## config.mk

```make
export PLATFORM = sky130hd
export DESIGN_NAME = screen_fade_alpha_generator_unit
export DESIGN_NICKNAME = d
export VERILOG_FILES = /design/src/sfa_pkg.sv /design/src/sfa_divider.sv /design/src/screen_fade_alpha_generator_unit.sv
export VERILOG_INCLUDE_DIRS = /design/src /design/src/src
export SDC_FILE = /design/constraint.sdc
export NUM_CORES = 1
export LEC_CHECK = 0
export BUFFER_PORTS_ARGS = -buffer_cell sky130_fd_sc_hd__buf_2
export CAP_MARGIN = 20
export CORE_UTILIZATION = 53
export CTS_CLUSTER_SIZE = 10
export DETAILED_ROUTE_END_ITERATION = 8
export GPL_ROUTABILITY_DRIVEN = 0
export MAX_ROUTING_LAYER = met4
export PLACE_DENSITY = 0.72
export RECOVER_POWER = 100
export SYNTH_ARGS = -nofsm -noshare
export SYNTH_HDL_FRONTEND = slang
export SYNTH_SLANG_ARGS = --single-unit
```

## constraint.sdc

```tcl
create_clock -name clk -period 7.3 [get_ports clk]
set_input_delay 1.095 -clock clk [delete_from_list [all_inputs] [get_ports clk]]
set_output_delay 1.095 -clock clk [all_outputs]
set_load 0.005 [all_outputs]
```

## src/assert_macros.svh

```systemverilog
// ----------------------------------------------------------------------------
// assert_macros.svh
// shared assertion macros, clocked on clk and disabled while rst_n is low
// ----------------------------------------------------------------------------
`ifndef ASSERT_MACROS_SVH
`define ASSERT_MACROS_SVH

// plain property checked at every clock edge
`define SFA_ASSERT(name, prop, msg) \
    name: assert property (@(posedge clk) disable iff (!rst_n) (prop)) \
        else $error(msg);

// overlapping implication
`define SFA_ASSERT_IMP(name, ante, cons, msg) \
    name: assert property (@(posedge clk) disable iff (!rst_n) (ante) |-> (cons)) \
        else $error(msg);

`endif

```

## src/sfa_pkg.sv

```systemverilog
// ----------------------------------------------------------------------------
// sfa_pkg
// widths, codes, start table and divider interface types of the fade block
// ----------------------------------------------------------------------------
package sfa_pkg;

    localparam int FRAME_W   = 16;
    localparam int LEN_W     = 15;
    localparam int ALPHA_W   = 8;
    localparam int TYPE_W    = 4;
    localparam int RGB_W     = 24;
    localparam int CFG_IDX_W = 2;
    localparam int DELAY_W   = 3;

    // serial divider: one quotient bit per step
    localparam int DIV_STEPS  = ALPHA_W;
    localparam int STEP_CNT_W = $clog2(DIV_STEPS + 1);
    localparam int NUMER_W    = LEN_W + ALPHA_W;

    localparam logic [CFG_IDX_W-1:0] CFG_FADE_LENGTH = 2'd0;
    localparam logic [CFG_IDX_W-1:0] CFG_FADE_TYPE   = 2'd1;
    localparam logic [CFG_IDX_W-1:0] CFG_FILL_RGB    = 2'd2;

    localparam logic OP_START = 1'b0;
    localparam logic OP_TICK  = 1'b1;

    localparam logic [TYPE_W-1:0] TYPE_FADE_IN = 4'd1;
    localparam logic [TYPE_W-1:0] TYPE_SLOW    = 4'd6;
    localparam logic [TYPE_W-1:0] TYPE_HOLD    = 4'd7;

    localparam logic [DELAY_W-1:0] HOLD_TICKS = 3'd5;
    localparam logic [ALPHA_W-1:0] FULL_ALPHA = 8'hFF;
    localparam logic [LEN_W-1:0]   LEN_RESET  = 15'd60;

    typedef struct packed {
        logic             start;
        logic [LEN_W-1:0] numer;
        logic [LEN_W-1:0] denom;
    } div_req_t;

    typedef struct packed {
        logic               busy;
        logic               done;
        logic [ALPHA_W-1:0] quotient;
    } div_rsp_t;

    // frame counter loaded by a start item
    function automatic logic [FRAME_W-1:0] table_frame(input logic [TYPE_W-1:0] kind);
        logic [FRAME_W-1:0] frame;
        case (kind)
            TYPE_FADE_IN: frame = 16'hFFFA;
            TYPE_SLOW:    frame = 16'hFFAB;
            default:      frame = '0;
        endcase
        return frame;
    endfunction

endpackage

```

## src/sfa_divider.sv

```systemverilog
// ----------------------------------------------------------------------------
// sfa_divider
// restoring divider for floor(255 * numer / denom), one quotient bit per cycle
// ----------------------------------------------------------------------------
`include "assert_macros.svh"

module sfa_divider
    import sfa_pkg::*;
(
    input  logic     clk,
    input  logic     rst_n,
    input  div_req_t req,
    output div_rsp_t rsp
);

    logic [NUMER_W-1:0]    rem_reg, rem_next;
    logic [NUMER_W-2:0]    den_reg, den_next;
    logic [ALPHA_W-1:0]    q_reg, q_next;
    logic [STEP_CNT_W-1:0] cnt_reg, cnt_next;
    logic                  done_reg, done_next;
    logic                  fit;
    logic [NUMER_W-1:0]    diff;

    // trial subtract of the shifted divisor
    assign fit  = rem_reg >= {1'b0, den_reg};
    assign diff = rem_reg - {1'b0, den_reg};

    always_comb
    begin
        rem_next  = rem_reg;
        den_next  = den_reg;
        q_next    = q_reg;
        cnt_next  = cnt_reg;
        done_next = 1'b0;
        if (req.start)
        begin
            // 255 * n as (n << 8) - n
            rem_next = {req.numer, {ALPHA_W{1'b0}}} - {{ALPHA_W{1'b0}}, req.numer};
            den_next = {req.denom, {(ALPHA_W-1){1'b0}}};
            q_next   = '0;
            cnt_next = STEP_CNT_W'(DIV_STEPS);
        end
        else if (cnt_reg != '0)
        begin
            if (fit)
            begin
                rem_next = diff;
            end
            q_next    = {q_reg[ALPHA_W-2:0], fit};
            den_next  = den_reg >> 1;
            cnt_next  = cnt_reg - STEP_CNT_W'(1);
            done_next = (cnt_reg == STEP_CNT_W'(1));
        end
    end

    always_ff @(posedge clk or negedge rst_n)
    begin
        if (!rst_n)
        begin
            cnt_reg  <= '0;
            done_reg <= 1'b0;
        end
        else
        begin
            cnt_reg  <= cnt_next;
            done_reg <= done_next;
        end
    end

    always_ff @(posedge clk)
    begin
        rem_reg <= rem_next;
        den_reg <= den_next;
        q_reg   <= q_next;
    end

    assign rsp.busy     = (cnt_reg != '0);
    assign rsp.done     = done_reg;
    assign rsp.quotient = q_reg;

    `SFA_ASSERT_IMP(a_start_when_free, req.start, cnt_reg == '0 && !done_reg,
        "divider started while a division is in flight")
    `SFA_ASSERT(a_cnt_range, cnt_reg <= STEP_CNT_W'(DIV_STEPS),
        "divider step count out of range")

endmodule

```

## src/screen_fade_alpha_generator_unit.sv

```systemverilog
// ----------------------------------------------------------------------------
// screen_fade_alpha_generator_unit
// full-screen fade overlay opacity generator with a bit-serial alpha divider
// ----------------------------------------------------------------------------
// One result item leaves for every input item. For a start item, a tick that
// only spends hold delay and a tick in hold type, the fade state is updated
// at acceptance and the result then waits in ST_SEND until the output
// register can be loaded. A tick that leaves the counter at or below zero
// also passes through ST_LOAD, where it is seen that no division is needed.
// For a tick that leaves the counter positive, the saturating add and clamp
// settle at acceptance, ST_LOAD starts the divider, ST_DIV waits while the
// serial divider forms the 8 bits of alpha (one quotient bit per cycle) and
// takes the quotient, and ST_SEND loads the output register. The next item
// is taken once the current one has been handed to the output register,
// which may still hold an earlier result waiting for out_ready. Configuration
// writes are always taken (cfg_ready is tied high) and are expected only
// while no item is in flight.
`include "assert_macros.svh"

module screen_fade_alpha_generator_unit
    import sfa_pkg::*;
(
    input  logic                 clk,
    input  logic                 rst_n,
    // item input
    input  logic                 in_valid,
    output logic                 in_ready,
    input  logic                 opcode,
    input  logic [FRAME_W-1:0]   step_rate,
    // result output
    output logic                 out_valid,
    input  logic                 out_ready,
    output logic [ALPHA_W-1:0]   alpha,
    output logic                 finished,
    output logic                 draw_fill,
    output logic [RGB_W-1:0]     fill_color,
    // register writes
    input  logic                 cfg_valid,
    output logic                 cfg_ready,
    input  logic [CFG_IDX_W-1:0] cfg_index,
    input  logic [RGB_W-1:0]     cfg_data
);

    // control sequence
    localparam logic [1:0] ST_IDLE = 2'd0;  // waiting for an item
    localparam logic [1:0] ST_LOAD = 2'd1;  // counter settled, start divider
    localparam logic [1:0] ST_DIV  = 2'd2;  // quotient bits shifting in
    localparam logic [1:0] ST_SEND = 2'd3;  // hand result to output register

    logic [1:0]          state_reg, state_next;

    // configuration registers
    logic [LEN_W-1:0]    len_reg;
    logic [TYPE_W-1:0]   type_reg;
    logic [RGB_W-1:0]    rgb_reg;

    // fade state
    logic [FRAME_W-1:0]  frame_reg, frame_next;
    logic [DELAY_W-1:0]  delay_reg, delay_next;
    logic [ALPHA_W-1:0]  level_reg, level_next;
    logic                done_reg, done_next;

    // output register
    logic                out_valid_reg, out_valid_next;
    logic [ALPHA_W-1:0]  alpha_reg;
    logic                finished_reg;
    logic                draw_reg;
    logic [RGB_W-1:0]    color_reg;
    logic                out_load;

    // arithmetic
    logic                in_take;
    logic                fade_in;
    logic [FRAME_W:0]    sum_wide;
    logic [FRAME_W-1:0]  sum_sat;
    logic                at_end;
    logic                frame_pos;

    div_req_t            div_req;
    div_rsp_t            div_rsp;

    assign cfg_ready = 1'b1;
    assign in_ready  = (state_reg == ST_IDLE);
    assign in_take   = in_valid && in_ready;
    assign fade_in   = (type_reg == TYPE_FADE_IN);

    // signed add with saturation to 16 bits
    assign sum_wide = {frame_reg[FRAME_W-1], frame_reg} + {step_rate[FRAME_W-1], step_rate};
    always_comb
    begin
        if (sum_wide[FRAME_W] != sum_wide[FRAME_W-1])
        begin
            sum_sat = sum_wide[FRAME_W] ? {1'b1, {(FRAME_W-1){1'b0}}}
                                        : {1'b0, {(FRAME_W-1){1'b1}}};
        end
        else
        begin
            sum_sat = sum_wide[FRAME_W-1:0];
        end
    end

    // counter reached the fade length
    assign at_end    = $signed(sum_sat) >= $signed({1'b0, len_reg});
    // only a positive counter needs a division, otherwise the quotient is zero
    assign frame_pos = !frame_reg[FRAME_W-1] && (frame_reg != '0);

    assign div_req.start = (state_reg == ST_LOAD) && frame_pos;
    assign div_req.numer = frame_reg[LEN_W-1:0];
    assign div_req.denom = len_reg;

    sfa_divider u_divider
    (
        .clk   (clk),
        .rst_n (rst_n),
        .req   (div_req),
        .rsp   (div_rsp)
    );

    // output register frees up as soon as its item is taken
    assign out_load = (state_reg == ST_SEND) && (!out_valid_reg || out_ready);

    always_comb
    begin
        state_next = state_reg;
        frame_next = frame_reg;
        delay_next = delay_reg;
        level_next = level_reg;
        done_next  = done_reg;
        case (state_reg)
            ST_IDLE:
            begin
                if (in_take)
                begin
                    if (opcode == OP_START)
                    begin
                        // start from the per-type table
                        frame_next = table_frame(type_reg);
                        level_next = fade_in ? FULL_ALPHA : '0;
                        done_next  = 1'b0;
                        if (fade_in)
                        begin
                            delay_next = HOLD_TICKS;
                        end
                        state_next = ST_SEND;
                    end
                    else if (delay_reg != '0)
                    begin
                        // spend one tick of hold delay
                        delay_next = delay_reg - DELAY_W'(1);
                        state_next = ST_SEND;
                    end
                    else if (type_reg == TYPE_HOLD)
                    begin
                        state_next = ST_SEND;
                    end
                    else
                    begin
                        if (at_end)
                        begin
                            frame_next = {1'b0, len_reg};
                            done_next  = 1'b1;
                        end
                        else
                        begin
                            frame_next = sum_sat;
                        end
                        state_next = ST_LOAD;
                    end
                end
            end
            ST_LOAD:
            begin
                if (frame_pos)
                begin
                    state_next = ST_DIV;
                end
                else
                begin
                    // zero quotient, also covers a zero fade length
                    level_next = fade_in ? FULL_ALPHA : '0;
                    state_next = ST_SEND;
                end
            end
            ST_DIV:
            begin
                if (div_rsp.done)
                begin
                    level_next = fade_in ? ~div_rsp.quotient : div_rsp.quotient;
                    state_next = ST_SEND;
                end
            end
            ST_SEND:
            begin
                if (out_load)
                begin
                    state_next = ST_IDLE;
                end
            end
            default:
            begin
                state_next = ST_IDLE;
            end
        endcase
    end

    always_comb
    begin
        out_valid_next = out_valid_reg;
        if (out_load)
        begin
            out_valid_next = 1'b1;
        end
        else if (out_ready)
        begin
            out_valid_next = 1'b0;
        end
    end

    always_ff @(posedge clk or negedge rst_n)
    begin
        if (!rst_n)
        begin
            state_reg     <= ST_IDLE;
            frame_reg     <= '0;
            delay_reg     <= '0;
            level_reg     <= '0;
            done_reg      <= 1'b0;
            out_valid_reg <= 1'b0;
            len_reg       <= LEN_RESET;
            type_reg      <= '0;
            rgb_reg       <= '0;
        end
        else
        begin
            state_reg     <= state_next;
            frame_reg     <= frame_next;
            delay_reg     <= delay_next;
            level_reg     <= level_next;
            done_reg      <= done_next;
            out_valid_reg <= out_valid_next;
            if (cfg_valid && cfg_ready)
            begin
                case (cfg_index)
                    CFG_FADE_LENGTH: len_reg  <= cfg_data[LEN_W-1:0];
                    CFG_FADE_TYPE:   type_reg <= cfg_data[TYPE_W-1:0];
                    CFG_FILL_RGB:    rgb_reg  <= cfg_data;
                    default:         ;
                endcase
            end
        end
    end

    // result payload
    always_ff @(posedge clk)
    begin
        if (out_load)
        begin
            alpha_reg    <= level_reg;
            finished_reg <= done_reg;
            draw_reg     <= (level_reg != '0);
            color_reg    <= rgb_reg;
        end
    end

    assign out_valid  = out_valid_reg;
    assign alpha      = alpha_reg;
    assign finished   = finished_reg;
    assign draw_fill  = draw_reg;
    assign fill_color = color_reg;

    `SFA_ASSERT_IMP(a_idle_div_free, in_ready, !div_rsp.busy && !div_rsp.done,
        "divider active while the block takes an item")
    `SFA_ASSERT_IMP(a_div_only_in_div, div_rsp.busy || div_rsp.done, state_reg == ST_DIV,
        "divider active outside the division step")
    `SFA_ASSERT_IMP(a_draw_matches, out_valid_reg, draw_reg == (alpha_reg != '0),
        "fill flag disagrees with alpha")

endmodule
```

# Yosys cells after proc, flatten, opt, wreduce, memory -nomap -nowiden
# Cells that the tools add are included.
[totals]
latchBits = 0
ram_bits = 0
memories = 0
ff_bits = 166
in_bits = 48
out_inout_bits = 37
rom_bits = 0
[classes]
n_mul = 0
shift = 0
n_mux = 40
n_eq_ne = 19
bitwise_logic = 1
n_lt_le_gt_ge = 2
n_addsub = 5
div_mod_pow = 0
n_reduce_logical = 27
[ops]
columns = ["cell", "n"]
rows = [
  ["16-bit two-way mux", 6],
  ["23-bit two-way mux", 3],
  ["8-bit two-way mux", 6],
  ["22-bit two-way mux", 2],
  ["16-bit one-hot mux with 2 select lines", 1],
  ["8-bit one-hot mux with 3 select lines", 1],
  ["23-bit by 22-bit greater-or-equal comparator with 1-bit output", 1],
  ["23-bit by 15-bit subtractor with 23-bit output", 1],
  ["23-bit by 22-bit subtractor with 23-bit output", 1],
  ["16-bit by 16-bit adder with 17-bit output", 1],
  ["16-bit greater-or-equal comparator", 1],
  ["16-bit nonzero test", 1],
  ["2-bit two-way mux", 6],
  ["2-bit != test, second input constant", 5],
  ["5-bit AND reduction", 2],
  ["1-bit two-way mux", 9],
  ["3-bit two-way mux", 3],
  ["4-bit by 1-bit == test with 1-bit output, second input constant", 2],
  ["4-bit by 3-bit == test with 1-bit output, second input constant", 2],
  ["4-bit two-way mux", 2],
  ["2-bit by 1-bit != test with 1-bit output, second input constant", 4],
  ["8-bit inverter", 1],
  ["2-bit one-hot mux with 4 select lines", 1],
  ["2-bit AND reduction", 4],
  ["15 further kinds", 28],
]

# Logic depth before layout (Yosys ltp)
[depth]
word_depth = 8
mapped_depth = 21

# Modules after synthesis
# Synthesis repeated with hierarchy kept, for this count alone.
[unflattened]
hier_cells = 1054
hier_area_um2 = 10179.8
[modules_own_cells]
columns = ["mod", "area_per_inst_um2", "instances", "cells_each", "seq_area_each_um2"]
rows = [
  ["screen_fade_alpha_generator_unit", 5819.3, 1, 544, 2877.8],
  ["sfa_divider", 4360.4, 1, 510, 1566.5],
]

# Worst setup path before layout
# No wires, ideal clock.
[synth_path]
path_type = "input to register"
start = "in step_rate[0]"
end = "reg frame_reg[13]"
cell_stages = 19
n_path_buf = 2
arrival_ps = 4815
setup_slack_ps = 2403
required_time_ps = 7218
setup_time_ps = 82
path_cell_list = "ha_1 -> fa_1 -> a211oi_2 -> o211ai_1 -> nand3_1 -> or4b_1 -> o21ai_0 -> buf_2 -> nor2_1 -> ha_1 -> o21a_1 -> nor2_1 -> or4_1 -> nand4_1 -> nand3_1 -> nor2_1 -> buf_4 -> a21oi_1 -> o22ai_1"
[synth_between]
elab_chain_cells = 8
[synth_rtl]
columns = ["item", "line_no", "rtl"]
rows = [
  ["from (decl)", "screen_fade_alpha_generator_unit.sv:29", "input logic [FRAME_W-1:0] step_rate,"],
  ["16-bit by 16-bit adder with 17-bit output *", "screen_fade_alpha_generator_unit.sv:88", "assign sum_wide = {frame_reg[FRAME_W-1], frame_reg} + {step_rate[FRAME_W-1], step_rate};"],
  ["16-bit two-way mux or 1-bit != test (tied branches)", "screen_fade_alpha_generator_unit.sv:93, screen_fade_alpha_generator_unit.sv:91", ""],
  ["16-bit two-way mux *", "screen_fade_alpha_generator_unit.sv:91", "if (sum_wide[FRAME_W] != sum_wide[FRAME_W-1])"],
  ["16-bit greater-or-equal comparator", "screen_fade_alpha_generator_unit.sv:103", "assign at_end = $signed(sum_sat) >= $signed({1'b0, len_reg});"],
  ["16-bit two-way mux *", "screen_fade_alpha_generator_unit.sv:158", "if (at_end)"],
  ["16-bit two-way mux *", "screen_fade_alpha_generator_unit.sv:152", "else if (type_reg == TYPE_HOLD)"],
  ["16-bit two-way mux *", "screen_fade_alpha_generator_unit.sv:146", "else if (delay_reg != '0)"],
  ["16-bit two-way mux *", "screen_fade_alpha_generator_unit.sv:134", "if (opcode == OP_START)"],
  ["to (signal assigned)", "screen_fade_alpha_generator_unit.sv:236", "frame_reg <= frame_next;"],
  ["to (decl)", "screen_fade_alpha_generator_unit.sv:58", "logic [FRAME_W-1:0] frame_reg, frame_next;"],
]
# Mark *: on every way between the ends. The rest lies on a longest branch, timed or not. The select of a mux whose other input is x is not followed.
# A chain may end at the register's enable or synchronous reset.

# Worst setup path after layout
[layout_path]
start = "in step_rate[1]"
end = "reg frame_reg[6]"
# Same word-level chain as after synthesis.

==> results_dict.tcl <==
set metrics [dict create \
    synth_seq_cells 166 \
    seqCellArea_sq_um 4444 \
    num_rows 49 \
    setup_ws_ps 1602 \
    grt_max_degree 54 \
    path_class "input pin to flop" \
    clkLatencyLatePin_ps 430 \
    period_needed_ps 5698 \
    clock.fmax_mhz 175.5 \
    syn-cell-area_sq_um 9768 \
    die_w_um 137.8 \
    startpoint_type "input pin" \
    die_h_um 137.8 \
    cp.required_ps 7650 \
    viasPerCell 5.878 \
    max_slew_margin -0.9712 \
    synth_area_leaders "edfxtp_1, dfrtp_1, ha_1, nand2_1, o21ai_0" \
    finalSetupViolCount 0 \
    tns_ps 0 \
    grt_overflow 0 \
    design_area_sq_um 10830 \
    p_per_area_nw_per_um2 530.8 \
    yosysTopAreaCellShare 0.2213 \
    ir_drop_mv 0.2616 \
    syn_area_per_cell_sq_um 9.788 \
    cap_viol_max_count 4 \
    cts-buffers-inserted 17 \
    diodes 0 \
    grt_setup_unrepaired "false" \
    vias 7736 \
    dr.pass1.iters 5 \
    drt-initial-drc-count 621 \
    wirelength_um 22910 \
    synthTopCellsByCount "nand2_1, o21ai_0, nor2_1, dfrtp_1, a21oi_1" \
    grtUsageTotal 0.2680 \
    final_nets 1194 \
    setup.worst_path.start "step_rate[1]" \
    min_path_type "flop to flop" \
    cts_hold_buf 0 \
    antenna_found_initial 0 \
    start_util 0.5419 \
    area_growth_pct 10.90 \
    synth_flop_cell "dfrtp_1" \
    placement.io_buffers 83 \
    antenna_left 0 \
    power_mw 5.750 \
    path_clk_slew_ps 70 \
    synthCells 998 \
    finalCritPeriodShare 0.7806 \
    worst_pin_slew_ps 2957 \
    crit_arrival_ps 6050 \
    place_hpwl_um 16790 \
    cts_tree "built" \
    drive_gt1_frac 0.1362 \
    slew_violations 187 \
    leakage_nw 4.525 \
    violations "capacitance limit, slew limit" \
    clock_sinks 166 \
    grt_pass1_wl_um 37670 \
    fillCellCount 1608 \
    post_cts_resize_count 0 \
    crit_chain "clkbuf_1 -> ha_1 -> a211oi_1 -> o21ai_0 -> and4b_1 -> nor2_1 -> a22o_1 -> a31o_1 -> a21oi_1 -> ha_1 -> nand2b_1 -> a2111oi_0 -> or4_1 -> nand4_1 -> nand3_1 -> nor2_1 -> a211oi_1 -> a21oi_1" \
    synth_nets 1118 \
    synth-async-reset-ratio 0.4759 \
    synth_top_area_cell "edfxtp_1" \
    dieArea_sq_um 18980 \
    ios 85 \
    final_hold_viol_count 0 \
    synth.most_common_cell "nand2_1" \
    yosys_warnings 0 \
    holdCritStartpoint "rgb_reg[15]" \
    coreArea_sq_um 18020 \
    place_ws_ps 1642 \
    r2r-start "frame_reg[1]" \
    place_area_sq_um 10380 \
    postCtsSetupRepairBufs 0 \
    multiInputGateArea_sq_um 4880 \
    yosys.cell_types.count 72 \
    worst_setup_path_end_kind "flop" \
    htree_levels 4 \
    crit_fanout 24 \
    grt_pass1_vias 7431 \
    slowest_stage "a31o_1" \
    clockRootBuffer "clkbuf_16" \
    max-clock-path-buffers 2 \
    ys_seq_area_frac 0.4550 \
    cp_slowest_stage_delay_ps 800 \
    wl_per_cell_um 17.41 \
    fin_skew_ps 10.51 \
    run_status "finished with violations" \
    synth_edf_count 72 \
    drc 0 \
]
[layer usage]
layer  share of wire  track usage  routed length [um]  up-vias
met5               0            -                   0        -
met4           0.025      0.09300                 565        0
met3           0.055      0.05040                1265       50
met2            0.49       0.4327               11210      240
met1            0.43       0.3377                9875     3704
li1                -            -                   -     3742
[placed cells by master (no fill, tap or decap), types with 5 or more instances in the layout]
cell and n:
clkbuf_16 18, xor2_1 12, nor3_1 22, dfxtp_1 15, a211o_1 7, nand2_1 105, nand4_1 8, ha_1 70
inv_1 65, clkbuf_1 39, o31ai_1 7, a31oi_1 9, xnor2_1 41, o21a_1 6, o21ai_2 11, a21oi_1 74
nor2b_1 5, nor4_1 6, buf_2 55, mux2_2 31, o21ai_0 79, a211oi_1 10, or3_1 8, nor2_1 76
a21o_1 15, edfxtp_1 72, nand2b_1 11, a22oi_1 9, dfrtp_1 75, nand3_1 31
[worst max-delay path: cells and delay by family]
family	cells	cell delay, ps
buffers and inverters	1	110
AOI/OAI and AO/OA	8	2110
and+or+nand+nor	7	2100
adders and majority gates	2	640
[path summary, 6_finish.rpt]
| kind | cells past startpoint | end | slack [ps] |
|---|---|---|---|
| max in group asynchronous | 2 | u_divider.cnt_reg[3] | 2860 |
| min reg2reg | 0 | fill_color[15] | 440 |
| max reg2reg | 17 | frame_reg[6] | 1880 |
| max | 18 | frame_reg[6] | 1600 |
| min in group asynchronous | 1 | frame_reg[12] | 980 |
| min | 0 | fill_color[15] | 440 |
[cells by family (layout without fill, tap and decap cells)]
family	after synthesis	count (layout)	share of synthesized area
AOI/OAI and AO/OA	272	272	0.1773
xor gates and xnor gates	53	53	0.04752
adders and majority gates	72	72	0.09376
buffers and inverters	101	190	0.04329
DFF	166	166	0.4550
muxes	32	32	0.03676
other	1	1	0.0003839
and+or+nand+nor	301	301	0.1460
[report_power, final]
group          switching [mW]  total (mW)  leakage [nW]  internal, mW
clock                   0.386       0.850         0.268         0.464
combinational            1.90        3.17          2.47          1.27
sequential              0.243        1.73          1.78          1.49
total                    2.53        5.75          4.52          3.22
[layout make-up]
type	instances	share of cell area
Sequential cell	166	0.4103
Tap cell	229	0.02645
Clock buffer	21	0.04262
Multi-Input combinational cell	731	0.4505
Clock inverter	11	0.008432
Timing Repair Buffer	93	0.03927
Inverter	65	0.02252
[through the flow]
step / cells / hold slack [ps] / util
2_1_floorplan: 998 / 419.4 / -
3_3_place_gp: 1284 / 423.4 / 0.5760
3_5_place_dp: 1284 / 427.3 / 0.5760
4_1_cts: 1316 / 442.2 / 0.6067
5_1_grt: 1316 / 449.9 / 0.6010
6_report: 1316 / 438.1 / 0.6010
Note: power is estimated with default switching activity, not from simulation.
